`src/rtl/assert_macros.svh`:
```
// Assertion macros used by the sequencer RTL
`ifndef ASSERT_MACROS_SVH
`define ASSERT_MACROS_SVH

// Check prop at every rising aclk edge while out of reset
`define ASSERT_CLK(lbl, prop, msg) \
    lbl: assert property (@(posedge aclk) disable iff (!aresetn) (prop)) else $error(msg);

// Check that cond at one edge implies nxt at the following edge
`define ASSERT_NEXT(lbl, cond, nxt, msg) \
    lbl: assert property (@(posedge aclk) disable iff (!aresetn) (cond) |=> (nxt)) \
        else $error(msg);

`endif

```
`src/rtl/bacs_pkg.sv`:
```
// Types and constants of the brake actuator command sequencer
`timescale 1ns / 1ps
`default_nettype none

package bacs_pkg;

    typedef enum logic [1:0] {
        PH_BOOT     = 2'd0,
        PH_LISTEN   = 2'd1,
        PH_ACTIVE   = 2'd2,
        PH_DEGRADED = 2'd3
    } phase_t;

    typedef enum logic [2:0] {
        REG_BOOT_WAIT    = 3'd0,
        REG_SYNC_TIMEOUT = 3'd1,
        REG_ESTOP_STROKE = 3'd2,
        REG_MANUAL_STROKE = 3'd3,
        REG_ZERO_STROKE  = 3'd4,
        REG_MAX_PRESSURE = 3'd5
    } reg_idx_t;

    localparam int APB_AW = 5;

    localparam logic [15:0] RST_BOOT_WAIT    = 16'd50;
    localparam logic [15:0] RST_SYNC_TIMEOUT = 16'd200;
    localparam logic [7:0]  RST_MAX_PRESSURE = 8'd255;

    // Pressure code = (kpa + KPA_ROUND) / KPA_STEP, done as a reciprocal multiply.
    // Exact for every sum below 2**DIV_SHIFT / (rounding error of DIV_MULT).
    localparam logic [15:0] KPA_ROUND = 16'd25;
    localparam int          KPA_STEP  = 50;
    localparam int          DIV_SHIFT = 21;
    localparam logic [15:0] DIV_MULT  = 16'(((1 << DIV_SHIFT) + KPA_STEP - 1) / KPA_STEP);
    localparam int          RAW_W     = 32 - DIV_SHIFT;

endpackage

`default_nettype wire

```
`src/rtl/brake_actuator_command_sequencer.sv`:
```
// Brake actuator command sequencer: phase sequencer, command select, APB registers
// Throughput: one beat per cycle while m_ready does not stall the result register.
// An accepted input beat passes one input register and one result register, with
// the per-tick decision and the 16x16 reciprocal multiply between them.
// Reset (aresetn low, synchronous): phase boot wait, timer, captured stroke and
// rolling counter cleared, registers back to their defaults, both stages empty.
`timescale 1ns / 1ps
`default_nettype none

`include "assert_macros.svh"

module brake_actuator_command_sequencer (
    input  wire logic                          aclk,
    input  wire logic                          aresetn,
    // command tick in
    input  wire logic                          s_valid,
    output logic                               s_ready,
    input  wire logic                          s_lever,
    input  wire logic                          s_estop,
    input  wire logic signed [15:0]            s_brake_kpa,
    input  wire logic                          s_fb_valid,
    input  wire logic                          s_fb_alignment,
    input  wire logic [15:0]                   s_fb_stroke,
    // command out
    output logic                               m_valid,
    input  wire logic                          m_ready,
    output logic                               m_cmd_valid,
    output logic                               m_stroke_ctl,
    output logic [15:0]                        m_stroke_cmd,
    output logic [7:0]                         m_pressure_cmd,
    output logic                               m_auto_press,
    output logic [3:0]                         m_rolling_count,
    // register port
    input  wire logic                          psel,
    input  wire logic                          penable,
    input  wire logic                          pwrite,
    input  wire logic [bacs_pkg::APB_AW-1:0]   paddr,
    input  wire logic [31:0]                   pwdata,
    output logic [31:0]                        prdata,
    output logic                               pready
);

    // ---------------- configuration registers ----------------
    logic [15:0] boot_wait_reg;
    logic [15:0] sync_timeout_reg;
    logic [15:0] estop_stroke_reg;
    logic [15:0] manual_stroke_reg;
    logic [15:0] zero_stroke_reg;
    logic [7:0]  max_pressure_reg;

    bacs_pkg::reg_idx_t cfg_idx;
    logic               cfg_write;

    assign pready    = 1'b1;
    assign cfg_idx   = bacs_pkg::reg_idx_t'(paddr[bacs_pkg::APB_AW-1:2]);
    assign cfg_write = psel && penable && pwrite && pready;

    always_ff @(posedge aclk) begin
        if (!aresetn) begin
            boot_wait_reg     <= bacs_pkg::RST_BOOT_WAIT;
            sync_timeout_reg  <= bacs_pkg::RST_SYNC_TIMEOUT;
            estop_stroke_reg  <= '0;
            manual_stroke_reg <= '0;
            zero_stroke_reg   <= '0;
            max_pressure_reg  <= bacs_pkg::RST_MAX_PRESSURE;
        end else if (cfg_write) begin
            unique case (cfg_idx)
                bacs_pkg::REG_BOOT_WAIT:     boot_wait_reg     <= pwdata[15:0];
                bacs_pkg::REG_SYNC_TIMEOUT:  sync_timeout_reg  <= pwdata[15:0];
                bacs_pkg::REG_ESTOP_STROKE:  estop_stroke_reg  <= pwdata[15:0];
                bacs_pkg::REG_MANUAL_STROKE: manual_stroke_reg <= pwdata[15:0];
                bacs_pkg::REG_ZERO_STROKE:   zero_stroke_reg   <= pwdata[15:0];
                bacs_pkg::REG_MAX_PRESSURE:  max_pressure_reg  <= pwdata[7:0];
                default: ;
            endcase
        end
    end

    always_comb begin
        unique case (cfg_idx)
            bacs_pkg::REG_BOOT_WAIT:     prdata = {16'b0, boot_wait_reg};
            bacs_pkg::REG_SYNC_TIMEOUT:  prdata = {16'b0, sync_timeout_reg};
            bacs_pkg::REG_ESTOP_STROKE:  prdata = {16'b0, estop_stroke_reg};
            bacs_pkg::REG_MANUAL_STROKE: prdata = {16'b0, manual_stroke_reg};
            bacs_pkg::REG_ZERO_STROKE:   prdata = {16'b0, zero_stroke_reg};
            bacs_pkg::REG_MAX_PRESSURE:  prdata = {24'b0, max_pressure_reg};
            default:                     prdata = '0;
        endcase
    end

    // ---------------- handshake and input register ----------------
    logic        in_valid_reg;
    logic        in_lever_reg;
    logic        in_estop_reg;
    logic [15:0] in_kpa_reg;
    logic        in_fbv_reg;
    logic        in_fba_reg;
    logic [15:0] in_fbs_reg;

    logic out_free;
    logic advance;

    assign out_free = !m_valid || m_ready;
    assign advance  = in_valid_reg && out_free;
    assign s_ready  = !in_valid_reg || out_free;

    always_ff @(posedge aclk) begin
        if (!aresetn) begin
            in_valid_reg <= 1'b0;
        end else if (s_ready) begin
            in_valid_reg <= s_valid;
        end
    end

    always_ff @(posedge aclk) begin
        if (s_valid && s_ready) begin
            in_lever_reg <= s_lever;
            in_estop_reg <= s_estop;
            in_kpa_reg   <= s_brake_kpa;
            in_fbv_reg   <= s_fb_valid;
            in_fba_reg   <= s_fb_alignment;
            in_fbs_reg   <= s_fb_stroke;
        end
    end

    // ---------------- sequencer state ----------------
    bacs_pkg::phase_t phase_reg, phase_next;
    logic [15:0]      timer_reg, timer_next;
    logic [15:0]      captured_reg, captured_next;
    logic [3:0]       roll_reg, roll_next;

    logic [15:0] timer_inc;
    logic [15:0] captured_eff;
    logic        fb_aligned;

    assign timer_inc  = timer_reg + 16'd1;
    assign fb_aligned = in_fbv_reg && in_fba_reg;
    // the first nonzero stroke seen in listen sticks
    assign captured_eff = (in_fbv_reg && captured_reg == 16'd0) ? in_fbs_reg : captured_reg;

    always_comb begin
        phase_next    = phase_reg;
        timer_next    = timer_reg;
        captured_next = captured_reg;
        unique case (phase_reg)
            bacs_pkg::PH_BOOT: begin
                timer_next = timer_inc;
                if (timer_inc >= boot_wait_reg) begin
                    phase_next = bacs_pkg::PH_LISTEN;
                    timer_next = '0;
                end
            end
            bacs_pkg::PH_LISTEN: begin
                captured_next = captured_eff;
                if (fb_aligned) begin
                    phase_next = bacs_pkg::PH_ACTIVE;
                end else begin
                    timer_next = timer_inc;
                    if (timer_inc >= sync_timeout_reg) begin
                        phase_next = bacs_pkg::PH_DEGRADED;
                    end
                end
            end
            bacs_pkg::PH_ACTIVE: ;
            bacs_pkg::PH_DEGRADED: begin
                if (fb_aligned) begin
                    phase_next = bacs_pkg::PH_ACTIVE;
                end
            end
        endcase
    end

    // ---------------- command selection ----------------
    logic issue;
    logic use_sync;
    logic kpa_ignore;

    always_comb begin
        issue      = 1'b0;
        use_sync   = 1'b0;
        kpa_ignore = 1'b0;
        unique case (phase_reg)
            bacs_pkg::PH_BOOT: ;
            bacs_pkg::PH_LISTEN: begin
                if (fb_aligned) begin
                    issue    = 1'b1;
                    use_sync = 1'b1;
                end else if (timer_inc >= sync_timeout_reg) begin
                    issue      = 1'b1;
                    kpa_ignore = 1'b1;
                end
            end
            bacs_pkg::PH_ACTIVE: issue = 1'b1;
            bacs_pkg::PH_DEGRADED: begin
                issue      = 1'b1;
                kpa_ignore = 1'b1;
            end
        endcase
    end

    // pressure = (kpa + 25) / 50 for positive kpa, through a reciprocal multiply
    logic                       kpa_pos;
    logic [15:0]                kpa_sum;
    logic [31:0]                div_prod;
    logic [bacs_pkg::RAW_W-1:0] press_raw;
    logic [7:0]                 press_sat;

    assign kpa_pos   = !in_kpa_reg[15] && (in_kpa_reg != 16'd0) && !kpa_ignore;
    assign kpa_sum   = {1'b0, in_kpa_reg[14:0]} + bacs_pkg::KPA_ROUND;
    assign div_prod  = {16'b0, kpa_sum} * {16'b0, bacs_pkg::DIV_MULT};
    assign press_raw = div_prod[31:bacs_pkg::DIV_SHIFT];
    assign press_sat = (press_raw > {{(bacs_pkg::RAW_W-8){1'b0}}, max_pressure_reg})
                       ? max_pressure_reg : press_raw[7:0];

    logic        mode_c;
    logic [15:0] stroke_c;
    logic [7:0]  press_c;
    logic        auto_c;

    always_comb begin
        mode_c   = 1'b1;
        stroke_c = zero_stroke_reg;
        press_c  = '0;
        auto_c   = 1'b0;
        priority if (use_sync && captured_eff != 16'd0) begin
            stroke_c = captured_eff;
        end else if (in_estop_reg) begin
            stroke_c = estop_stroke_reg;
        end else if (in_lever_reg) begin
            stroke_c = manual_stroke_reg;
        end else if (kpa_pos) begin
            mode_c  = 1'b0;
            press_c = press_sat;
            auto_c  = 1'b1;
        end else begin
            stroke_c = zero_stroke_reg;
        end
    end

    assign roll_next = issue ? roll_reg + 4'd1 : roll_reg;

    always_ff @(posedge aclk) begin
        if (!aresetn) begin
            phase_reg    <= bacs_pkg::PH_BOOT;
            timer_reg    <= '0;
            captured_reg <= '0;
            roll_reg     <= '0;
        end else if (advance) begin
            phase_reg    <= phase_next;
            timer_reg    <= timer_next;
            captured_reg <= captured_next;
            roll_reg     <= roll_next;
        end
    end

    // ---------------- result register ----------------
    always_ff @(posedge aclk) begin
        if (!aresetn) begin
            m_valid <= 1'b0;
        end else if (out_free) begin
            m_valid <= in_valid_reg;
        end
    end

    always_ff @(posedge aclk) begin
        if (advance) begin
            m_cmd_valid     <= issue;
            m_stroke_ctl    <= issue && mode_c;
            m_stroke_cmd    <= issue ? stroke_c : 16'd0;
            m_pressure_cmd  <= issue ? press_c : 8'd0;
            m_auto_press    <= issue && auto_c;
            m_rolling_count <= issue ? roll_reg : 4'd0;
        end
    end

    // ---------------- assertions ----------------
    `ASSERT_CLK(a_idle_result_zero,
        !(m_valid && !m_cmd_valid) || (!m_stroke_ctl && m_stroke_cmd == 16'd0 &&
        m_pressure_cmd == 8'd0 && !m_auto_press && m_rolling_count == 4'd0),
        "result without command carries nonzero fields")
    `ASSERT_NEXT(a_active_sticks, phase_reg == bacs_pkg::PH_ACTIVE,
        phase_reg == bacs_pkg::PH_ACTIVE, "sequencer left active phase")
    `ASSERT_NEXT(a_roll_only_on_issue, !(advance && issue), $stable(roll_reg),
        "rolling counter moved without an issued command")
    `ASSERT_CLK(a_auto_is_pressure,
        !(m_valid && m_auto_press) || (m_cmd_valid && !m_stroke_ctl),
        "automated brake result not in pressure mode")

endmodule

`default_nettype wire

```
`config.mk`:
```
export PLATFORM = sky130hd
export DESIGN_NAME = brake_actuator_command_sequencer
export DESIGN_NICKNAME = d
export VERILOG_FILES = /design/src/rtl/bacs_pkg.sv /design/src/rtl/brake_actuator_command_sequencer.sv
export VERILOG_INCLUDE_DIRS = /design/src /design/src/rtl
export SDC_FILE = /design/constraint.sdc
export NUM_CORES = 1
export LEC_CHECK = 0
export ABC_AREA = 1
export BUFFER_PORTS_ARGS = -buffer_cell sky130_fd_sc_hd__buf_2
export CORE_AREA = 2 2 175 177
export CTS_CLUSTER_DIAMETER = 60
export DETAILED_ROUTE_END_ITERATION = 12
export DIE_AREA = 0 0 177 179
export GPL_TIMING_DRIVEN = 0
export PLACE_DENSITY = 0.74
export SLEW_MARGIN = 10
export SYNTH_ARGS = -nofsm -noshare
export SYNTH_HDL_FRONTEND = slang
export SYNTH_SLANG_ARGS = --single-unit
```
`constraint.sdc`:
```
create_clock -name aclk -period 7.85 [get_ports aclk]
set_input_delay 0.785 -clock aclk [delete_from_list [all_inputs] [get_ports aclk]]
set_output_delay 0.785 -clock aclk [all_outputs]
set_load 0.02 [all_outputs]
```
Yosys cells after proc, flatten, opt, wreduce, memory -nomap -nowiden:

Cells that the tools add are included.
Widths: inputs -> output; s select.

* $add $sub $neg: 3
* multipliers: 1
* $lt $le $gt $ge: 3
* equality and inequality tests: 12
* muxes and demuxes: 29
* bitwise operators: 2
* reductions and logical operators: 36

Operators by type and width (number)
* $mux 16: 6
* $pmux 16 s6: 1
* $ge 16x16->1: 2
* $pmux 16 s2: 1
* $reduce_bool 16->1: 2
* $mul 16x13->29 const B: 1
* $add 15x5->16 const B: 1
* $add 16x1->16 const B: 1
* $logic_not 16->1: 1
* $reduce_and 2->1: 8
* $mux 1: 13
* $gt 11x8->1: 1
* $logic_and 1x1->1: 11
* $mux 2: 4
* $mux 8: 1
* $eq 3x2->1 const B: 2
* $eq 3x3->1 const B: 2
* $ne 2x2->1 const B: 3
* $pmux 2 s3: 1
* $reduce_and 5->1: 1
* $reduce_or 5->1: 1
* $add 4x1->4 const B: 1
* $eq 2x2->1 const B: 2
* $logic_not 1->1: 4
* other kinds (12): 15

* register bits after elaboration: 195
* input bits: 80
* output and inout port bits: 66
* word-level logic and storage cells: 110

Depth between registers and ports, before layout:

Gate-level depths: netlist of the first run.

* depth after elaboration: 12
* depth in mapped cells: 50
* mapped depth without buffers: 49

Worst setup path before layout of the first run:

OpenSTA, ideal clock, no wires.

* path type: flip-flop to flip-flop
* start: register in_kpa_reg[0]
* end: register m_pressure_cmd[6], data pin
* library setup time: 256 ps
* arrival: 6934 ps
* required time: 7594 ps
* path slack: 661 ps
* stages on the path, launching flop included: 40
* buffers on the path: 1
* clock period less this slack: 7189 ps
* cell sequence: edfxtp_1 ha_1 nand2_1 a21oi_1 nand2_1 nor2_1 inv_2 nor2_1 nand3_1 xor2_1 inv_1 ha_1 fa_1 fa_1 fa_1 inv_1 fa_1 inv_1 [4 not listed] nor2_1 nand3_1 or2_2 nand2_1 inv_1 ha_1 nand2_1 o21bai_1 nand4_1 nand2_1 nand2_1 o31ai_1 nand2_1 nor2_2 buf_2 nand3_1 nand2_2 nor2_2

* cells in the longest elaborated chain, start to end: 5
* elaborated cells on any way between the ends: 9
* classes of those cells: add/sub: 1; mul: 1; order compare: 1; mux: 1; bitwise: 1; reduce/logical: 4

RTL lines
* start: declaration: line brake_actuator_command_sequencer.sv:95 `logic [15:0] in_kpa_reg;`
* start signal: assignment: line brake_actuator_command_sequencer.sv:119 `in_kpa_reg <= s_brake_kpa;`
* parallel branches: the longest is 5 deep, another holds $mul 16x13->29
* end signal: assignment: line brake_actuator_command_sequencer.sv:270 `m_pressure_cmd <= issue ? press_c : 8'd0;`
* end: declaration: line brake_actuator_command_sequencer.sv:30 `output logic [7:0] m_pressure_cmd,`

Parallel ways; which one is timed is not known.
A chain may end at the register's enable or synchronous reset.

Final worst setup path of the first run:

* start: register in_kpa_reg[1]
* end: register m_pressure_cmd[7], data pin

Same word-level chain as after synthesis.

==> results of run 1 <==
## tightest hold or removal path, delay by kind of cell (launching register included)
kind,cells,cell delay (ps)
compound gates,1,60
buf+inv,1,60
flops,1,320
## metrics by stage
| stage | worst slack [ps] | area, um^2 | TNS [ps] | power [uW] |
|---|---|---|---|---|
| after CTS | 12.7 | 16400 | 0 | 4840 |
| after floorplan | 661 | 14700 | 0 | 3250 |
| after global placement | -199 | 15700 | -809 | 3880 |
| after detailed placement | -306 | 15700 | -1680 | 3940 |
| after global routing | -69.5 | 16600 | -228 | 5440 |
| final | 478 | 16600 | 0 | 4940 |
## layout by cell type (no fill, tap or decap), drive strengths merged
| master | instances |
|---|---|
| nand3b | 15 |
| and2 | 3 |
| a21boi | 2 |
| xor2 | 29 |
| o21ai | 147 |
| a31oi | 1 |
| o21bai | 8 |
| a21o | 4 |
| clkbuf | 64 |
| xnor2 | 8 |
| nand2 | 361 |
| dfxtp | 128 |
| nand3 | 55 |
| clkinvlp | 2 |
| clkinv | 6 |
| nor4 | 6 |
| o22ai | 14 |
| edfxtp | 67 |
| nand4 | 14 |
| o31ai | 1 |
| conb | 17 |
| o221ai | 11 |
| a22oi | 4 |
| or2 | 2 |
| fa | 65 |
| buf | 153 |
| a211oi | 2 |
| a221oi | 7 |
| o211ai | 21 |
| ha | 145 |
| nor3 | 22 |
| inv | 375 |
| nor2 | 163 |
| a21oi | 150 |
| bufinv | 2 |
| o21a | 1 |
## power by group
part | internal [uW] | switching [uW] | total [uW]
Sequential | 1070 | 12.6 | 1080
Combinational | 1090 | 1880 | 2960
Clock | 481 | 411 | 892
Total | 2640 | 2300 | 4940
## how the worst max path moves through the flow
| stage | start | end | slack (ps) | cells after the start |
|---|---|---|---|---|
| final | in_kpa_reg[1] | m_pressure_cmd[7] | 480 | 42 |
| after global routing | in_kpa_reg[0] | m_pressure_cmd[6] | -70 | 42 |
| after CTS | in_kpa_reg[0] | m_pressure_cmd[7] | 10 | 41 |
| after detailed placement | in_kpa_reg[0] | m_pressure_cmd[7] | -310 | 39 |
| after global placement | in_kpa_reg[0] | m_pressure_cmd[7] | -200 | 39 |
| after floorplan | in_kpa_reg[0] | m_pressure_cmd[6] | 660 | 39 |
## cell families (layout without fill, tap and decap cells)
| family | Yosys count | in the layout | synth area share |
|---|---|---|---|
| simple gates | 641 | 641 | 0.189 |
| compound gates | 373 | 373 | 0.142 |
| flops | 195 | 195 | 0.313 |
| buf+inv | 444 | 602 | 0.121 |
| xor+xnor | 37 | 37 | 0.0222 |
| other cells | 2 | 17 | 0.000513 |
| fa+ha+maj | 210 | 210 | 0.213 |
## layout make-up
cell class                 count  area (um^2)
buffer                        72          374
clock buffer                  19          458
clock inverter                13          135
fill                        2842        13400
inverter                     372         1400
multi-input combinational   1278         8490
sequential                   195         4570
tap                          396          495
timing repair buffer         126          671
## metal layers
metal	vias up	routed length, um
met5	-	13
met1	6016	17800
met3	71	3220
met2	499	18600
li1	6410	-
met4	2	895
## repair_timing
item | CTS | global route
setup endpoints to repair | 8 | 8
setup buffers | 1 | 15
pin swaps | 1 | 7
resized for setup | 4 | 32
==> metrics, run 1 <==
outcome complete, no violations; Ports 146; CTS Buffer Depth 2; Final nets 2352; clk_skew 11.6 ps; Synth area leaders dfxtp_1 18%, edfxtp_1 14%, ha_1 12%; fin util 0.553; Slew Viols, Final 0; Initial Util 0.487; Hold Vio Cnt, Final 0; routed len/inst 16.4 um; initial antenna violation count 1; Via density around 5.3; Port Buf Inserts 110; max cap viols 0; Seq/Total Area, Yosys 0.313; Max Fanout on Critical Path 10; DRC 0; Root Buffer clkbuf_16; die area 31700 um^2; cell area after synthesis 14600 um^2; CTS sink count 195; area delta synth->final 13.5%; first-pass GRT wire length between 60000 and 70000 um; 1st-iter DRT viols 1071; grt met3 use 0.0464; async set-reset flop share out of synthesis 0; Top Usage Layer GRT met2; top-count cell post-synth inv_1; Antenna Violating Nets Remaining 0; Top FF cell, synth dfxtp_1; dpl cells 2423; DP Wirelength 32700 um; CP delay by family, top adder cells; Yosys top cell area share 0.175; post-synthesis cell count 1902; Die Width 177 um; hold path start estop_stroke_reg[6]; worst flop-to-flop path startpoint in_kpa_reg[1]; GPL Wtd Cong 0.964; post-synth cell types 45; GR Util met2 0.417; fin crit share 0.939; CP Launch Type flop; Post-Syn Area per Cell 7.69 um^2; cell mode on critical path nand2_1; worst hold margin 482 ps; Rel. slew slack 0.394; share of post-route cells with drive strength above 1 0.122; H-tree depth 4; gr ovfl total 0; wirelength, routed 40500 um; Fmax between 0.1 and 0.15 GHz; WS Path Type reg -> reg; non-filler cells, final around 2500; CTS Hold Bufs 0; pin count of the biggest net entering global routing 37; Synth top cells by count 368 x inv_1, 347 x nand2_1, 150 x a21oi_1; Slew @ Worst Pin 903 ps; critical path endpoint category flop; area of the core around 30000 um^2; clock-pin slew on the worst setup and hold paths around 80 ps; worst hold path stage count 2; Reg2Reg Depth between 40 and 50; Tmin final 7370 ps; # diodes 0; Worst R2R Setup Slack 480 ps; worst skew pair latency 450 ps; standard-cell row count 64; PwrDens 297 nW/um^2; Critical R2R Capture m_pressure_cmd[7]; vias in the first global route around 12000; GRT Util Overall 0.256; CTS tree yes; Die H 179 um; Post-synth EDFFs 67; Critical Path Slowest Stage Cell fa_1; Yosys warnings 0; total CTS buffers 17; grt met1 use 0.349; DR vias 13000; Buf/Inv on CP 8; #FFs+latches synth 195; leakage power between 0.008 and 0.009 uW; crit path DAT 7570 ps; Worst Hold End estop_stroke_reg[6]; worst min-delay path category reg -> reg; setup violators final 0; WP data required 8050 ps; Max rail drop VDD 0.277 mV; DRT Pass-1 Iters 6; Synth area leader dfxtp_1; Crit path largest cell delay 610 ps
Note: power is estimated with default switching activity, not from simulation.
==> run 2, diff against run 1 <==
Settings changed: CELL_PAD_IN_SITES_DETAIL_PLACEMENT set to 1, CELL_PAD_IN_SITES_GLOBAL_PLACEMENT set to 1, CORE_AREA 2 2 175 177 to 2 2 184 186, DIE_AREA 0 0 177 179 to 0 0 186 188, PLACE_DENSITY 0.74 to 0.87.
==> run 2 against run 1 <==
Wire length is 19% higher; sequential share of layout area is 0.18 points lower; design area is 0.66% higher; global-route usage is 1.5 points higher; critical endpoint is now m_pressure_cmd[4]; first-iteration DRC count is 29% lower.
==> metrics, run 2 (same netlist as run 1, synthesis figures left out) <==
Hold Vio Cnt, Final 0 (unchanged); Antenna Violating Nets Remaining 0 (unchanged); routed len/inst 19.2 um (+17%); Final nets 2354 (+0.085%); CP Launch Type flop; Worst R2R Setup Slack 180 ps (-290 ps); Clock power frac 0.166 (-0.015); worst min-delay path category reg -> reg; total area of sequential cells 4570 um^2 (unchanged); commonest non-fill, non-tap cell in the layout inv_1; CTS Buffer Depth 2 (unchanged); hold path start timer_reg[15]; outcome complete, no violations; Die Width 186 um (+5.1%); worst hold path stage count 2 (unchanged); Root Buffer clkbuf_16; Critical R2R Capture m_pressure_cmd[4]; CTS Hold Bufs 0 (unchanged); clock-pin slew on the worst setup and hold paths 80 ps (about the same); Max rail drop VDD 0.237 mV (-15%); most frequent cells in the layout 364 x inv_1, 341 x nand2_1, 146 x a21oi_1; Finished Cell Area 16700 um^2 (+0.66%); PwrDens 312 nW/um^2 (+4.8%); WS Path Type reg -> reg; setup violators final 0 (unchanged); gr ovfl total 0 (unchanged); area of the core 33100 um^2 (+10%); Switching Share 0.488 (+0.0220); Fmax 0.130 GHz (-3.8%); CTS sink count 195 (unchanged); DR vias 13600 (+4.3%); Worst Hold End timer_reg[15]; DRC 0 (unchanged); fin util 0.505 (-0.0482); die area 35000 um^2 (+10%); Port Buf Inserts 110 (unchanged); Filler cells 4168 (+47%); leakage power 0.00806 uW (about the same); worst flop-to-flop path startpoint in_kpa_reg[0]; WP data required 8050 ps (about the same); 1st-iter DRT viols 759 (-29%); GPL Wtd Cong 0.939 (-2.6%); cell mode on critical path nand2_1; Max Fanout on Critical Path 6 (-4); wirelength, routed 48400 um (+19%); Slew @ Worst Pin 926 ps (+23.1 ps); DRT Pass-1 Iters 7 (+1); area delta synth->final 14.2%; initial antenna violation count 2 (+1); fin crit share 0.977 (+0.0374); vias in the first global route 14300 (+18%); CTS tree yes; Critical Path Slowest Stage Cell fa_1; total CTS buffers 17 (unchanged); switching power 2540 uW (+11%); Via density 5.37 (+2.1%); Gate power share 0.626 (+0.026); critical path endpoint category flop; H-tree depth 4 (unchanged); multi-input logic area 8540 um^2 (+0.60%); clk_skew 15.4 ps (+3.74 ps); first-pass GRT wire length 73900 um (+18%); Crit path largest cell delay 580 ps (-30 ps); Slew Viols, Final 0 (unchanged); GRT Util Overall 0.272 (+0.0155); Die H 188 um (+5.0%); setup TNS 0 ps (unchanged); Initial Util 0.442 (-0.0454); Reg2Reg Depth 46 (+9.5%); cell internal pwr 2670 uW (+1.2%); max cap viols 0 (unchanged); crit path DAT 7870 ps (+300 ps); worst skew pair latency 450 ps (about the same); Tmin final 7670 ps (+294 ps); Seq pwr share 0.208 (-0.011); Rel. slew slack 0.378 (-0.0155); pin count of the biggest net entering global routing 37 (unchanged); DP Wirelength 37500 um (+15%); share of post-route cells with drive strength above 1 0.129 (+0.00614); Ports 146 (unchanged); Cell Area, Placed 15800 um^2 (+0.41%); standard-cell row count 67 (+4.7%)
==> run 2: cell types whose count changed in the layout (fill, tap and decap cells not counted), sizes merged <==
cell | before | now
inv | 375 | 378
buf | 153 | 155
bufinv | 2 | 0
clkbuf | 64 | 63
diode | 0 | 1
==> run 2: timing repair <==
item                                    4_1_cts  5_1_grt
setup buffers                                 4       14
gates resized for setup                       9       39
gates cloned                                  0        0
endpoints found under the setup margin        8        8
pin swaps                                     3       12
==> run 2: worst max path at each step <==
stage / start / to / cells after the start
3_5_place_dp: in_kpa_reg[0] / m_pressure_cmd[6] / 39
2_1_floorplan: in_kpa_reg[0] / m_pressure_cmd[6] / 39
4_1_cts: in_kpa_reg[1] / m_pressure_cmd[6] / 47
5_1_grt: in_kpa_reg[0] / m_pressure_cmd[4] / 47
3_3_place_gp: in_kpa_reg[0] / m_pressure_cmd[6] / 39
6_report: in_kpa_reg[0] / m_pressure_cmd[4] / 46
==> run 2: cell type report <==
class | instances | area share
inverters | 372 | 0.0836
plain buffers | 72 | 0.0224
flip-flops and latches | 195 | 0.274
repair buffers | 128 | 0.0410
clock inverters | 14 | 0.00839
well taps | 448 | 0.0336
clock buffers | 18 | 0.0257
multi-input cells | 1278 | 0.511
diodes | 1 | 0.000150
==> run 2: stage by stage <==
step	setup slack, ps	instances	power, uW	hold WS, ps
2_1_floorplan	661	1917	3250	444
3_3_place_gp	-229	2475	3890	455
3_5_place_dp	-592	2475	4080	472
4_1_cts	71.0	2511	4970	483
5_1_grt	-265	2525	5650	488
6_report	184	2526	5210	485
==> run 2: power groups by stage <==
stage / logic [uW] / clock network [uW] / registers, uW
2_1_floorplan: 2140 / 0 / 1110
3_3_place_gp: 2780 / 0 / 1100
3_5_place_dp: 2970 / 0 / 1100
4_1_cts: 3010 / 873 / 1080
5_1_grt: 3650 / 912 / 1080
6_report: 3260 / 865 / 1080
==> run 2: critical path, delay by kind of cell, from the launching register on <==
| kind | cells | cell delay [ps] |
|---|---|---|
| AO/OA/AOI/OAI | 3 | 350 |
| AND/OR/NAND/NOR | 24 | 2660 |
| adder cells (fa/ha/maj) | 8 | 3060 |
| buffers and inverters | 11 | 970 |
| flip-flops | 1 | 400 |
==> run 2: per-layer routing <==
metal  global-route usage  routed length (um)  vias up
met2                0.486               24600      449
met4               0.0972                1680        2
li1                     -                   -     6412
met1                0.327               19400     6583
met5                    0                  11        -
met3               0.0410                2730      116
